===== config.mk =====
export PLATFORM = sky130hd
export DESIGN_NAME = polyblep_oscillator_two_channel
export DESIGN_NICKNAME = d
export VERILOG_FILES = /design/src/hw/rtl/pbosc_pkg.sv /design/src/hw/rtl/pbosc_mul.sv /design/src/hw/rtl/pbosc_div.sv /design/src/hw/rtl/pbosc_dp.sv /design/src/hw/rtl/pbosc_ctrl.sv /design/src/hw/rtl/polyblep_oscillator_two_channel.sv
export SDC_FILE = /design/constraint.sdc
export NUM_CORES = 2
export LEC_CHECK = 0
export BUFFER_PORTS_ARGS = -buffer_cell sky130_fd_sc_hd__buf_2
export CAP_MARGIN = 40
export CORE_AREA = 2 2 324 326
export DETAILED_ROUTE_END_ITERATION = 7
export DIE_AREA = 0 0 326 328
export PLACE_DENSITY_LB_ADDON = 0.15
export SYNTH_ARGS = -nofsm -noshare
export SYNTH_HDL_FRONTEND = slang
export SYNTH_SLANG_ARGS = --single-unit

===== constraint.sdc =====
create_clock -name clk -period 7.17 [get_ports clk]
set_clock_uncertainty 0.2 [all_clocks]
set_input_delay 0 -clock clk [delete_from_list [all_inputs] [get_ports clk]]
set_output_delay 0 -clock clk [all_outputs]
set_load 0.005 [all_outputs]

===== src/hw/rtl/pbosc_pkg.sv =====
package pbosc_pkg;

  // Shared multiplier operand and product widths, multiplier step count and quotient width.
  localparam int MUL_A_W   = 40;
  localparam int MUL_B_W   = 32;
  localparam int MUL_P_W   = 72;
  localparam int MUL_STEPS = 4;
  localparam int QUO_W     = 16;

  // Fixed-point constants.
  localparam logic signed [17:0] ONE_Q16    = 18'sd65536;
  localparam logic signed [31:0] PI_Q28     = 32'sd843314857;
  localparam logic signed [31:0] TWO_PI_Q28 = 32'sd1686629714;
  localparam logic signed [25:0] PI2_Q20    = 26'sd10349030;
  localparam logic signed [39:0] SIN_C0     = -40'sd111403815550;
  localparam logic signed [39:0] SIN_C1     = 40'sd7279734326;
  localparam logic signed [39:0] SIN_C2     = -40'sd190770820;
  localparam logic signed [39:0] SIN_C3     = 40'sd2773289;
  localparam logic signed [39:0] SIN_C4     = -40'sd25638;
  localparam logic signed [39:0] SIN_C5     = 40'sd146;
  localparam logic [2:0]         SIN_H_LAST = 3'd4;

  // Wave codes.
  localparam logic [2:0] WAVE_SINE   = 3'd0;
  localparam logic [2:0] WAVE_SAW_DN = 3'd1;
  localparam logic [2:0] WAVE_SAW_UP = 3'd2;
  localparam logic [2:0] WAVE_PULSE  = 3'd3;
  localparam logic [2:0] WAVE_TRI    = 3'd4;

  // Register indexes.
  localparam logic [1:0] REG_INC    = 2'd0;
  localparam logic [1:0] REG_WAVE_A = 2'd1;
  localparam logic [1:0] REG_WAVE_B = 2'd2;
  localparam logic [1:0] REG_PW     = 2'd3;

  // Datapath step codes.
  typedef logic [3:0] step_t;
  localparam step_t ST_SIN_X  = 4'd0;
  localparam step_t ST_SIN_X2 = 4'd1;
  localparam step_t ST_SIN_H  = 4'd2;
  localparam step_t ST_SIN_B  = 4'd3;
  localparam step_t ST_SIN_F  = 4'd4;
  localparam step_t ST_DIV_P  = 4'd5;
  localparam step_t ST_SQ_P   = 4'd6;
  localparam step_t ST_DIV_Q  = 4'd7;
  localparam step_t ST_SQ_Q   = 4'd8;
  localparam step_t ST_TRI_A  = 4'd9;
  localparam step_t ST_TRI_AX = 4'd10;
  localparam step_t ST_TRI_Y  = 4'd11;
  localparam step_t ST_FIN    = 4'd12;

  typedef struct packed {
    logic       go;
    logic       load;
    step_t      step;
    logic       ch;
    logic [2:0] hk;
  } dp_cmd_t;

  typedef struct packed {
    logic done;
  } dp_stat_t;

  // Horner coefficient for pass k, highest order first.
  function automatic logic signed [39:0] sin_coef(input logic [2:0] k);
    logic signed [39:0] c;
    unique case (k)
      3'd0:    c = SIN_C4;
      3'd1:    c = SIN_C3;
      3'd2:    c = SIN_C2;
      3'd3:    c = SIN_C1;
      default: c = SIN_C0;
    endcase
    return c;
  endfunction

  // Saturate to the signed Q2.16 range.
  function automatic logic signed [17:0] sat18(input logic signed [23:0] v);
    logic signed [17:0] r;
    if (v < -24'sd131072) begin
      r = -18'sd131072;
    end else if (v > 24'sd131071) begin
      r = 18'sd131071;
    end else begin
      r = v[17:0];
    end
    return r;
  endfunction

endpackage


===== src/hw/rtl/pbosc_mul.sv =====
module pbosc_mul
  import pbosc_pkg::*;
(
  input  logic                      clk,
  input  logic                      rst,
  input  logic                      start,
  input  logic signed [MUL_A_W-1:0] a,
  input  logic signed [MUL_B_W-1:0] b,
  output logic                      done,
  output logic signed [MUL_P_W-1:0] prod
);

  logic signed [MUL_A_W-1:0] a_q;
  logic        [MUL_B_W-1:0] b_q;
  logic [1:0]                cnt;
  logic                      busy;
  logic signed [8:0]         digit;
  logic signed [MUL_A_W+8:0] part;
  logic signed [MUL_P_W-1:0] prod_next;

  // Radix-256 multiply, most significant digit first; the top digit is signed.
  assign digit     = (cnt == 2'd0) ? $signed({b_q[MUL_B_W-1], b_q[MUL_B_W-1 -: 8]})
                                   : $signed({1'b0, b_q[MUL_B_W-1 -: 8]});
  assign part      = a_q * digit;
  assign prod_next = $signed({prod[MUL_P_W-9:0], 8'b0}) + MUL_P_W'(part);

  // Control flags.
  always_ff @(posedge clk) begin
    if (rst) begin
      busy <= 1'b0;
      done <= 1'b0;
      cnt  <= '0;
    end else begin
      done <= 1'b0;
      if (start) begin
        busy <= 1'b1;
        cnt  <= '0;
      end else if (busy) begin
        cnt <= cnt + 2'd1;
        if (cnt == 2'(MUL_STEPS - 1)) begin
          busy <= 1'b0;
          done <= 1'b1;
        end
      end
    end
  end

  // Operands and accumulator.
  always_ff @(posedge clk) begin
    if (start) begin
      a_q  <= a;
      b_q  <= b;
      prod <= '0;
    end else if (busy) begin
      b_q  <= {b_q[MUL_B_W-9:0], 8'b0};
      prod <= prod_next;
    end
  end

endmodule


===== src/hw/rtl/pbosc_div.sv =====
module pbosc_div
  import pbosc_pkg::*;
#(
  parameter int W = 32
) (
  input  logic             clk,
  input  logic             rst,
  input  logic             start,
  input  logic [W-1:0]     num,
  input  logic [W-1:0]     den,
  output logic             done,
  output logic [QUO_W-1:0] quo
);

  logic [W:0]   rem;
  logic [W:0]   shifted;
  logic [W-1:0] den_q;
  logic [3:0]   cnt;
  logic         busy;
  logic         ge;

  // One restoring quotient bit per cycle.
  assign shifted = {rem[W-1:0], 1'b0};
  assign ge      = shifted >= {1'b0, den_q};

  // Control flags.
  always_ff @(posedge clk) begin
    if (rst) begin
      busy <= 1'b0;
      done <= 1'b0;
      cnt  <= '0;
    end else begin
      done <= 1'b0;
      if (start) begin
        busy <= 1'b1;
        cnt  <= '0;
      end else if (busy) begin
        cnt <= cnt + 4'd1;
        if (cnt == 4'(QUO_W - 1)) begin
          busy <= 1'b0;
          done <= 1'b1;
        end
      end
    end
  end

  // Remainder and quotient.
  always_ff @(posedge clk) begin
    if (start) begin
      rem   <= {1'b0, num};
      den_q <= den;
      quo   <= '0;
    end else if (busy) begin
      rem <= ge ? (shifted - {1'b0, den_q}) : shifted;
      quo <= {quo[QUO_W-2:0], ge};
    end
  end

endmodule


===== src/hw/rtl/pbosc_dp.sv =====
module pbosc_dp
  import pbosc_pkg::*;
#(
  parameter int PB = 32,
  parameter int SB = 12
) (
  input  logic        clk,
  input  logic        rst,
  input  dp_cmd_t     cmd,
  output dp_stat_t    stat,
  input  logic [30:0] inc,
  input  logic [2:0]  wave_a,
  input  logic [2:0]  wave_b,
  input  logic [15:0] pw_thresh,
  output logic [11:0] dac_a,
  output logic [11:0] dac_b,
  output logic        gate
);

  localparam int CW = 19 + SB;
  localparam logic [CW-1:0] MAXC = CW'((64'd1 << SB) - 64'd1);

  logic [31:0]         inc_ext;
  logic [PB-1:0]       dt;
  logic [PB-1:0]       phase;
  logic [PB+16:0]      pext;
  logic [16:0]         t2;
  logic signed [17:0]  s;
  logic [2:0]          wave;
  logic signed [17:0]  integ_a;
  logic signed [17:0]  integ_b;
  logic signed [17:0]  integ_sel;

  // Working registers.
  logic signed [23:0]  x;
  logic signed [24:0]  x2;
  logic signed [39:0]  acc;
  logic signed [25:0]  bq;
  logic [29:0]         a_tri;
  logic signed [49:0]  tax;
  logic signed [23:0]  vreg;
  logic signed [17:0]  blep_p;
  logic signed [17:0]  blep_q;
  logic [11:0]         code_a;
  logic [11:0]         code_b;
  logic                comb_done;

  // Units.
  logic                      mul_start;
  logic                      mul_done;
  logic signed [MUL_A_W-1:0] mul_a;
  logic signed [MUL_B_W-1:0] mul_b;
  logic signed [MUL_P_W-1:0] prod;
  logic                      div_start;
  logic                      div_done;
  logic [PB-1:0]             div_num;
  logic [QUO_W-1:0]          quo;

  // PolyBLEP region logic.
  logic          use_q;
  logic [PB-1:0] qph;
  logic [PB:0]   wrap_gap;
  logic          r1;
  logic          r2;

  logic signed [MUL_P_W-1:0] sq_rnd;
  logic [16:0]               sqr;
  logic [16:0]               u2;
  logic signed [18:0]        term;
  logic signed [25:0]        x2m;
  logic signed [MUL_P_W-1:0] sin_rnd;
  logic signed [MUL_P_W-1:0] tri_sum;

  // Channel value formation.
  logic signed [17:0] sgn;
  logic signed [19:0] sq_val;
  logic signed [17:0] tri_x;
  logic signed [23:0] saw_dn;
  logic signed [23:0] fin_v;
  logic signed [17:0] v18;
  logic signed [18:0] w19;
  logic [CW-1:0]      wsh;
  logic [CW-1:0]      cq;
  logic [CW-1:0]      cc;
  logic               gate_next;

  // Phase-derived values.
  assign inc_ext   = {1'b0, inc};
  assign dt        = inc_ext[31 -: PB];
  assign pext      = {phase, 17'b0};
  assign t2        = pext[PB+16:PB];
  assign s         = $signed({1'b0, t2}) - ONE_Q16;
  assign wave      = cmd.ch ? wave_b : wave_a;
  assign integ_sel = cmd.ch ? integ_b : integ_a;
  assign gate_next = phase[PB-1 -: 16] < pw_thresh;

  // The second correction looks at the phase moved by half a cycle.
  assign use_q    = (cmd.step == ST_DIV_Q) || (cmd.step == ST_SQ_Q);
  assign qph      = use_q ? {~phase[PB-1], phase[PB-2:0]} : phase;
  assign wrap_gap = {1'b1, {PB{1'b0}}} - {1'b0, qph};
  assign r1       = qph < dt;
  assign r2       = !r1 && (wrap_gap < {1'b0, dt});
  assign div_num  = r1 ? qph : wrap_gap[PB-1:0];

  // Correction term from the rounded square of the quotient.
  assign sq_rnd = prod + 72'sd32768;
  assign sqr    = sq_rnd[32:16];
  assign u2     = {quo, 1'b0};
  always_comb begin
    if (r1) begin
      term = $signed({2'b0, u2}) - $signed({2'b0, sqr}) - 19'sd65536;
    end else if (r2) begin
      term = $signed({2'b0, sqr}) - $signed({2'b0, u2}) + 19'sd65536;
    end else begin
      term = '0;
    end
  end

  assign x2m     = 26'(x2) - PI2_Q20;
  assign sin_rnd = prod + 72'sd8796093022208;
  assign tri_sum = MUL_P_W'(tax) + prod + 72'sd134217728;

  // Square, saw and final value selection.
  assign sgn    = (phase <= {1'b1, {(PB-1){1'b0}}}) ? ONE_Q16 : -ONE_Q16;
  assign sq_val = 20'(sgn) + 20'(blep_p) - 20'(blep_q);
  assign tri_x  = sat18(24'(sq_val));
  assign saw_dn = 24'sd65536 - $signed({7'b0, t2}) + 24'(blep_p);

  always_comb begin
    unique case (wave)
      WAVE_SINE:   fin_v = vreg;
      WAVE_SAW_DN: fin_v = saw_dn;
      WAVE_SAW_UP: fin_v = -saw_dn;
      WAVE_PULSE:  fin_v = 24'(sq_val);
      WAVE_TRI:    fin_v = vreg;
      default:     fin_v = '0;
    endcase
  end

  assign v18 = sat18(fin_v);

  // Map to a converter code with round half up and clamp.
  assign w19 = 19'(v18) + 19'sd65536;
  assign wsh = CW'(w19[17:0]) << (SB - 1);
  assign cq  = (wsh + CW'(32768)) >> 16;
  always_comb begin
    if (w19 <= 19'sd0) begin
      cc = '0;
    end else if (cq > MAXC) begin
      cc = MAXC;
    end else begin
      cc = cq;
    end
  end

  // Multiplier operand selection for each step.
  always_comb begin
    mul_a = '0;
    mul_b = '0;
    unique case (cmd.step)
      ST_SIN_X: begin
        mul_a = MUL_A_W'(s);
        mul_b = PI_Q28;
      end
      ST_SIN_X2: begin
        mul_a = MUL_A_W'(x);
        mul_b = MUL_B_W'(x);
      end
      ST_SIN_H: begin
        mul_a = acc;
        mul_b = MUL_B_W'(x2);
      end
      ST_SIN_B: begin
        mul_a = MUL_A_W'(x2m);
        mul_b = MUL_B_W'(x);
      end
      ST_SIN_F: begin
        mul_a = acc;
        mul_b = MUL_B_W'(bq);
      end
      ST_SQ_P, ST_SQ_Q: begin
        mul_a = $signed(MUL_A_W'(quo));
        mul_b = $signed(MUL_B_W'(quo));
      end
      ST_TRI_A: begin
        mul_a = $signed(MUL_A_W'(dt));
        mul_b = TWO_PI_Q28;
      end
      ST_TRI_AX: begin
        mul_a = MUL_A_W'(tri_x);
        mul_b = $signed({2'b0, a_tri});
      end
      ST_TRI_Y: begin
        mul_a = MUL_A_W'(integ_sel);
        mul_b = 32'sd268435456 - $signed({2'b0, a_tri});
      end
      default: begin
        mul_a = '0;
        mul_b = '0;
      end
    endcase
  end

  assign div_start = cmd.go && ((cmd.step == ST_DIV_P) || (cmd.step == ST_DIV_Q));
  assign mul_start = cmd.go && !div_start && (cmd.step != ST_FIN);
  assign stat.done = mul_done || div_done || comb_done;

  pbosc_mul u_mul (
    .clk   (clk),
    .rst   (rst),
    .start (mul_start),
    .a     (mul_a),
    .b     (mul_b),
    .done  (mul_done),
    .prod  (prod)
  );

  pbosc_div #(.W(PB)) u_div (
    .clk   (clk),
    .rst   (rst),
    .start (div_start),
    .num   (div_num),
    .den   (dt),
    .done  (div_done),
    .quo   (quo)
  );

  // Step completion for the final combine.
  always_ff @(posedge clk) begin
    if (rst) begin
      comb_done <= 1'b0;
    end else begin
      comb_done <= cmd.go && (cmd.step == ST_FIN);
    end
  end

  // Oscillator state: phase and one integrator per channel.
  always_ff @(posedge clk) begin
    if (rst) begin
      phase   <= '0;
      integ_a <= '0;
      integ_b <= '0;
    end else begin
      if (cmd.load) begin
        phase <= phase + dt;
      end
      if (stat.done && (cmd.step == ST_FIN)) begin
        if (cmd.ch) begin
          integ_b <= v18;
        end else begin
          integ_a <= v18;
        end
      end
    end
  end

  // Write back the result of the finished step.
  always_ff @(posedge clk) begin
    if (stat.done) begin
      unique case (cmd.step)
        ST_SIN_X: begin
          x   <= prod[47:24];
          acc <= SIN_C5;
        end
        ST_SIN_X2: x2 <= prod[44:20];
        ST_SIN_H:  acc <= $signed(prod[59:20]) + sin_coef(cmd.hk);
        ST_SIN_B:  bq <= prod[45:20];
        ST_SIN_F:  vreg <= sin_rnd[67:44];
        ST_SQ_P:   blep_p <= term[17:0];
        ST_SQ_Q:   blep_q <= term[17:0];
        ST_TRI_A:  a_tri <= prod[PB+29:PB];
        ST_TRI_AX: tax <= prod[49:0];
        ST_TRI_Y:  vreg <= tri_sum[51:28];
        ST_FIN: begin
          if (cmd.ch) begin
            code_b <= cc[11:0];
          end else begin
            code_a <= cc[11:0];
          end
        end
        default: begin
        end
      endcase
    end
  end

  // Result register.
  always_ff @(posedge clk) begin
    if (cmd.load) begin
      dac_a <= code_a;
      dac_b <= code_b;
      gate  <= gate_next;
    end
  end

endmodule


===== src/hw/rtl/pbosc_ctrl.sv =====
module pbosc_ctrl
  import pbosc_pkg::*;
(
  input  logic       clk,
  input  logic       rst,
  input  logic       strobe_valid,
  output logic       strobe_stall,
  input  logic       sample_strobe,
  output logic       result_valid,
  input  logic       result_stall,
  input  logic [2:0] wave_a,
  input  logic [2:0] wave_b,
  output dp_cmd_t    cmd,
  input  dp_stat_t   stat
);

  localparam logic [1:0] S_IDLE  = 2'd0;
  localparam logic [1:0] S_ISSUE = 2'd1;
  localparam logic [1:0] S_WAIT  = 2'd2;
  localparam logic [1:0] S_LOAD  = 2'd3;

  logic [1:0] state;
  logic [1:0] state_next;
  step_t      step;
  step_t      step_next;
  logic       ch;
  logic       ch_next;
  logic [2:0] hk;
  logic [2:0] hk_next;
  logic       load;
  logic [2:0] wave;
  step_t      follow;

  // First step of a channel for its wave.
  function automatic step_t first_step(input logic [2:0] w);
    step_t r;
    unique case (w)
      WAVE_SINE:                                       r = ST_SIN_X;
      WAVE_SAW_DN, WAVE_SAW_UP, WAVE_PULSE, WAVE_TRI:  r = ST_DIV_P;
      default:                                         r = ST_FIN;
    endcase
    return r;
  endfunction

  assign wave = ch ? wave_b : wave_a;

  // Step sequence within one channel.
  always_comb begin
    unique case (step)
      ST_SIN_X:  follow = ST_SIN_X2;
      ST_SIN_X2: follow = ST_SIN_H;
      ST_SIN_H:  follow = (hk == SIN_H_LAST) ? ST_SIN_B : ST_SIN_H;
      ST_SIN_B:  follow = ST_SIN_F;
      ST_DIV_P:  follow = ST_SQ_P;
      ST_SQ_P:   follow = ((wave == WAVE_PULSE) || (wave == WAVE_TRI)) ? ST_DIV_Q : ST_FIN;
      ST_DIV_Q:  follow = ST_SQ_Q;
      ST_SQ_Q:   follow = (wave == WAVE_TRI) ? ST_TRI_A : ST_FIN;
      ST_TRI_A:  follow = ST_TRI_AX;
      ST_TRI_AX: follow = ST_TRI_Y;
      default:   follow = ST_FIN;
    endcase
  end

  // Sequencer.
  always_comb begin
    state_next = state;
    step_next  = step;
    ch_next    = ch;
    hk_next    = hk;
    load       = 1'b0;
    unique case (state)
      S_IDLE: begin
        if (strobe_valid && sample_strobe) begin
          ch_next    = 1'b0;
          hk_next    = '0;
          step_next  = first_step(wave_a);
          state_next = S_ISSUE;
        end
      end
      S_ISSUE: state_next = S_WAIT;
      S_WAIT: begin
        if (stat.done) begin
          if (step == ST_FIN) begin
            if (!ch) begin
              ch_next    = 1'b1;
              hk_next    = '0;
              step_next  = first_step(wave_b);
              state_next = S_ISSUE;
            end else begin
              state_next = S_LOAD;
            end
          end else begin
            step_next  = follow;
            state_next = S_ISSUE;
            if (step == ST_SIN_H) begin
              hk_next = hk + 3'd1;
            end
          end
        end
      end
      default: begin
        if (!result_valid || !result_stall) begin
          load       = 1'b1;
          state_next = S_IDLE;
        end
      end
    endcase
  end

  always_ff @(posedge clk) begin
    if (rst) begin
      state        <= S_IDLE;
      step         <= ST_FIN;
      ch           <= 1'b0;
      hk           <= '0;
      result_valid <= 1'b0;
    end else begin
      state <= state_next;
      step  <= step_next;
      ch    <= ch_next;
      hk    <= hk_next;
      if (load) begin
        result_valid <= 1'b1;
      end else if (!result_stall) begin
        result_valid <= 1'b0;
      end
    end
  end

  assign strobe_stall = (state != S_IDLE);
  assign cmd.go       = (state == S_ISSUE);
  assign cmd.load     = load;
  assign cmd.step     = step;
  assign cmd.ch       = ch;
  assign cmd.hk       = hk;

endmodule


===== src/hw/rtl/polyblep_oscillator_two_channel.sv =====
// Channel    Handshake                 Payload
// strobe     strobe_valid/strobe_stall sample_strobe
// result     result_valid/result_stall dac_a, dac_b, gate
// cfg        cfg_valid/cfg_ready       cfg_index, cfg_data
//
// The time a sample tick takes from acceptance to the next free slot depends on the
// wave of each channel (sine, saws, pulse, triangle or unused code) and comes mostly
// from the multiplier, shared by both channels, and from the divider.
// A tick with sample_strobe low is taken without a stall and changes nothing.
// Reset (rst, synchronous) clears phase, integrators and configuration registers to their defaults.
// A stalled result holds; the next tick is computed meanwhile and waits for the register.
module polyblep_oscillator_two_channel
  import pbosc_pkg::*;
#(
  parameter int SAMPLE_BITS = 12,
  parameter int PHASE_BITS  = 32
) (
  input  logic        clk,
  input  logic        rst,
  input  logic        strobe_valid,
  output logic        strobe_stall,
  input  logic        sample_strobe,
  output logic        result_valid,
  input  logic        result_stall,
  output logic [11:0] dac_a,
  output logic [11:0] dac_b,
  output logic        gate,
  input  logic        cfg_valid,
  output logic        cfg_ready,
  input  logic [1:0]  cfg_index,
  input  logic [30:0] cfg_data
);

  logic [30:0] phase_increment;
  logic [2:0]  wave_a;
  logic [2:0]  wave_b;
  logic [15:0] pw_thresh;
  dp_cmd_t     cmd;
  dp_stat_t    stat;

  // Configuration registers.
  assign cfg_ready = 1'b1;
  always_ff @(posedge clk) begin
    if (rst) begin
      phase_increment <= '0;
      wave_a          <= WAVE_SINE;
      wave_b          <= WAVE_TRI;
      pw_thresh       <= 16'd32768;
    end else if (cfg_valid && cfg_ready) begin
      unique case (cfg_index)
        REG_INC:    phase_increment <= cfg_data;
        REG_WAVE_A: wave_a <= cfg_data[2:0];
        REG_WAVE_B: wave_b <= cfg_data[2:0];
        REG_PW:     pw_thresh <= cfg_data[15:0];
        default: begin
        end
      endcase
    end
  end

  pbosc_ctrl u_ctrl (
    .clk           (clk),
    .rst           (rst),
    .strobe_valid  (strobe_valid),
    .strobe_stall  (strobe_stall),
    .sample_strobe (sample_strobe),
    .result_valid  (result_valid),
    .result_stall  (result_stall),
    .wave_a        (wave_a),
    .wave_b        (wave_b),
    .cmd           (cmd),
    .stat          (stat)
  );

  pbosc_dp #(.PB(PHASE_BITS), .SB(SAMPLE_BITS)) u_dp (
    .clk       (clk),
    .rst       (rst),
    .cmd       (cmd),
    .stat      (stat),
    .inc       (phase_increment),
    .wave_a    (wave_a),
    .wave_b    (wave_b),
    .pw_thresh (pw_thresh),
    .dac_a     (dac_a),
    .dac_b     (dac_b),
    .gate      (gate)
  );

endmodule


==> results.sh <==
export IMPL_clock_sinks=666
export IMPL_antenna_left=0
export IMPL_rows=118
export IMPL_layout_setup_ws_ns=0.127
export IMPL_worst_setup_path_type="reg2reg"
export IMPL_grt_pass1_wl_um=278000
export IMPL_vias=47330
export IMPL_worstMarginPinSlew_ns=1.30
export IMPL_worst_path_buf_inv=5
export IMPL_worstSetupStartpointType="register"
export IMPL_clk_pin_slew_ns=0.07
export IMPL_gp_congestion=1.01
export IMPL_synth_nets=6934
export IMPL_synth_edf_count=439
export IMPL_cts_root_buf="clkbuf_16"
export IMPL_hold_class="in2reg"
export IMPL_cts_buffers=78
export IMPL_clock_path_buffers=3
export IMPL_cp_required_ns=7.50
export IMPL_min_period_ns=7.04
export IMPL_syn_instance_count=5969
export IMPL_clock_latency_ns=0.68
export IMPL_synth_distinct_cells=102
export IMPL_arrival_ns=7.37
export IMPL_seq_area_frac_synth=0.313
export IMPL_ys_seq_elements=666
export IMPL_synth_top_cell_by_area="edfxtp_1"
export IMPL_yosysWarnings=0
export IMPL_drcViolationCount=0
export IMPL_start_util=0.549
export IMPL_grt_pass1_vias=46203
export IMPL_worstReg2RegStart="u_dp.u_mul.cnt[1]$_SDFFE_PP0P_"
export IMPL_die_area_sq_mm=0.107
export IMPL_setup_violations=0
export IMPL_fp_dieH_um=328
export IMPL_synth_area_sq_mm=0.0566
export IMPL_path_delay_family="adder cells"
export IMPL_fmax_mhz=142
export IMPL_io_pins=67
export IMPL_drt_total_wl_um=184000
export IMPL_min_period_over_period=0.982
export IMPL_core_sq_mm=0.103
export IMPL_synth_avg_cell_area_sq_um=9.48
export IMPL_drt_iter0_markers=4716
export IMPL_grt_setup_unrepaired="yes"
export IMPL_cts_htree_levels=3
export IMPL_drv_slew=0
export IMPL_synthFlopType="edfxtp_1"
export IMPL_dpl_hpwl_um=138000
export IMPL_finalNetCount=7328
export IMPL_min_from="rst"
export IMPL_port_buffers=65
export IMPL_max_stage_delay_ns=0.54
export IMPL_crit_top_cell="fa_1"
export IMPL_status="finished clean"
export IMPL_wl_per_cell_um=23.5
export IMPL_synth_common_cells="nand2_1 (609), ha_1 (551), inv_1 (543), nor2_1 (463), edfxtp_1 (439)"
export IMPL_worst_setup_path_end_kind="register"
export IMPL_synth_top_area_share=0.233
export IMPL_antenna_found_initial=16
export IMPL_report_final_hold_viol_count=0
export IMPL_hold_slack_ns=0.0858
export IMPL_syn2layout_area_growth_pct=15.7
export IMPL_path_max_fanout=7
export IMPL_dr_pass1_iters=7
export IMPL_async_flop_share=0
export IMPL_dp_slack_ns=-0.859
export IMPL_synth_most_common_cell="nand2_1"
export IMPL_cts_tree="built"
export IMPL_max_cap_violations=0
export IMPL_slowest_stage="fa_1"
export IMPL_die_width_um=326
export IMPL_cp_startpoint="u_dp.u_mul.cnt[1]$_SDFFE_PP0P_"
export IMPL_drive_above_1_share=0.128
export IMPL_synth_area_leaders="edfxtp_1 (23%), fa_1 (13%), ha_1 (12%)"
export IMPL_avgViaCountPerCell=6.06
export IMPL_grt_overflow_total=0
export IMPL_grt_start_max_net_pins=66
export IMPL_relSlewSlack=0.136
export IMPL_track_usage=0.340
## metal layers
layer	vias up	routed length [um]	global-route usage	share of wire
met3	524	16700	0.0656	0.091
li1	21620	-	-	-
met5	-	119	0	0.00065
met2	2244	83600	0.546	0.46
met4	18	10700	0.172	0.058
met1	22924	72500	0.439	0.39
## final timing paths
path | endpoint | depth (start not counted) | slack, ns
min | u_ctrl.step[0]$_SDFFE_PP0P_ | 3 | 0.09
min reg2reg | u_dp.dac_b[2]$_DFFE_PP_ | 0 | 0.21
max | u_dp.u_mul.prod[63]$_SDFFE_PP0P_ | 28 | 0.13
max reg2reg | u_dp.u_mul.prod[63]$_SDFFE_PP0P_ | 28 | 0.13
## cell type report
cell class                      count  area [sq um]
Antenna cell                        4          10.0
Clock buffer                      100          2150
Clock inverter                     45           561
Fill cell                        8338         37700
Inverter                          547          2060
Multi-Input combinational cell   4494         36500
Sequential cell                   666         17700
Tap cell                         1380          1730
Timing Repair Buffer              576          4720
## metrics by stage
stage	utilization	TNS [ns]	area, sq um	cells
floorplan	-	0	56600	5969
global placement	0.588	-11.87	60700	7528
detailed placement	0.590	-7.79	60800	7537
CTS	0.628	-0.0800	64800	7797
global route	0.635	-0.305	65500	7808
finish	0.635	0	65500	7812
## timing repair
action,in CTS,in global routing
resized for setup,37,93
endpoints found under the hold margin,109,0
gates cloned,0,4
hold buffers,111,0
buffers inserted,4,5
endpoints found under the setup margin,44,40
pin swaps,30,107
## tightest hold or removal path, delay by kind of cell
kind                   cells  cell delay, ns
buffers and inverters      2            0.79
AND/OR/NAND/NOR            1            0.13
## registers in the layout, summed over array words and instances, names as in the netlist, 25 cells and up
signal	cells
u_dp.u_mul.b_q	32
u_dp.u_div.den_q	31
u_dp.bq	26
u_dp.phase	32
u_dp.u_mul.a_q	40
u_dp.acc	40
u_dp.u_div.rem	32
u_dp.tax	50
u_dp.a_tri	30
u_dp.u_mul.prod	68
phase_increment	31
u_dp.x2	25
## cells in the final DEF (no fill, tap or decap), types with 36 or more instances in the layout
| cell | n |
|---|---|
| a211oi_1 | 95 |
| a21o_1 | 115 |
| a21oi_1 | 392 |
| and2_1 | 144 |
| and3_1 | 44 |
| buf_2 | 71 |
| buf_4 | 371 |
| clkbuf_16 | 85 |
| dfxtp_1 | 224 |
| dlygate4sd3_1 | 111 |
| edfxtp_1 | 439 |
| fa_1 | 361 |
| ha_1 | 531 |
| inv_1 | 537 |
| mux2i_1 | 81 |
| nand2_1 | 606 |
| nand2b_1 | 45 |
| nand3_1 | 95 |
| nand4_1 | 36 |
| nor2_1 | 451 |
| nor2b_1 | 49 |
| nor3_1 | 91 |
| o211ai_1 | 39 |
| o21a_1 | 45 |
| o21ai_0 | 190 |
| or2_2 | 65 |
| xnor2_1 | 259 |
| xor2_1 | 135 |
## cell families (layout without fill, tap and decap cells)
group | Yosys count | in the layout | synth area share
AO/OA/AOI/OAI | 1295 | 1295 | 0.152
flip-flops | 666 | 666 | 0.313
XOR/XNOR | 395 | 395 | 0.0611
adder cells (fa/ha/maj) | 926 | 926 | 0.254
AND/OR/NAND/NOR | 1784 | 1784 | 0.148
buffers and inverters | 809 | 1268 | 0.0543
multiplexers | 93 | 93 | 0.0167
other | 1 | 5 | 0.0000662
Power is not shown: default switching activity piles up to over one toggle a cycle in this logic, so the estimate is an artifact.
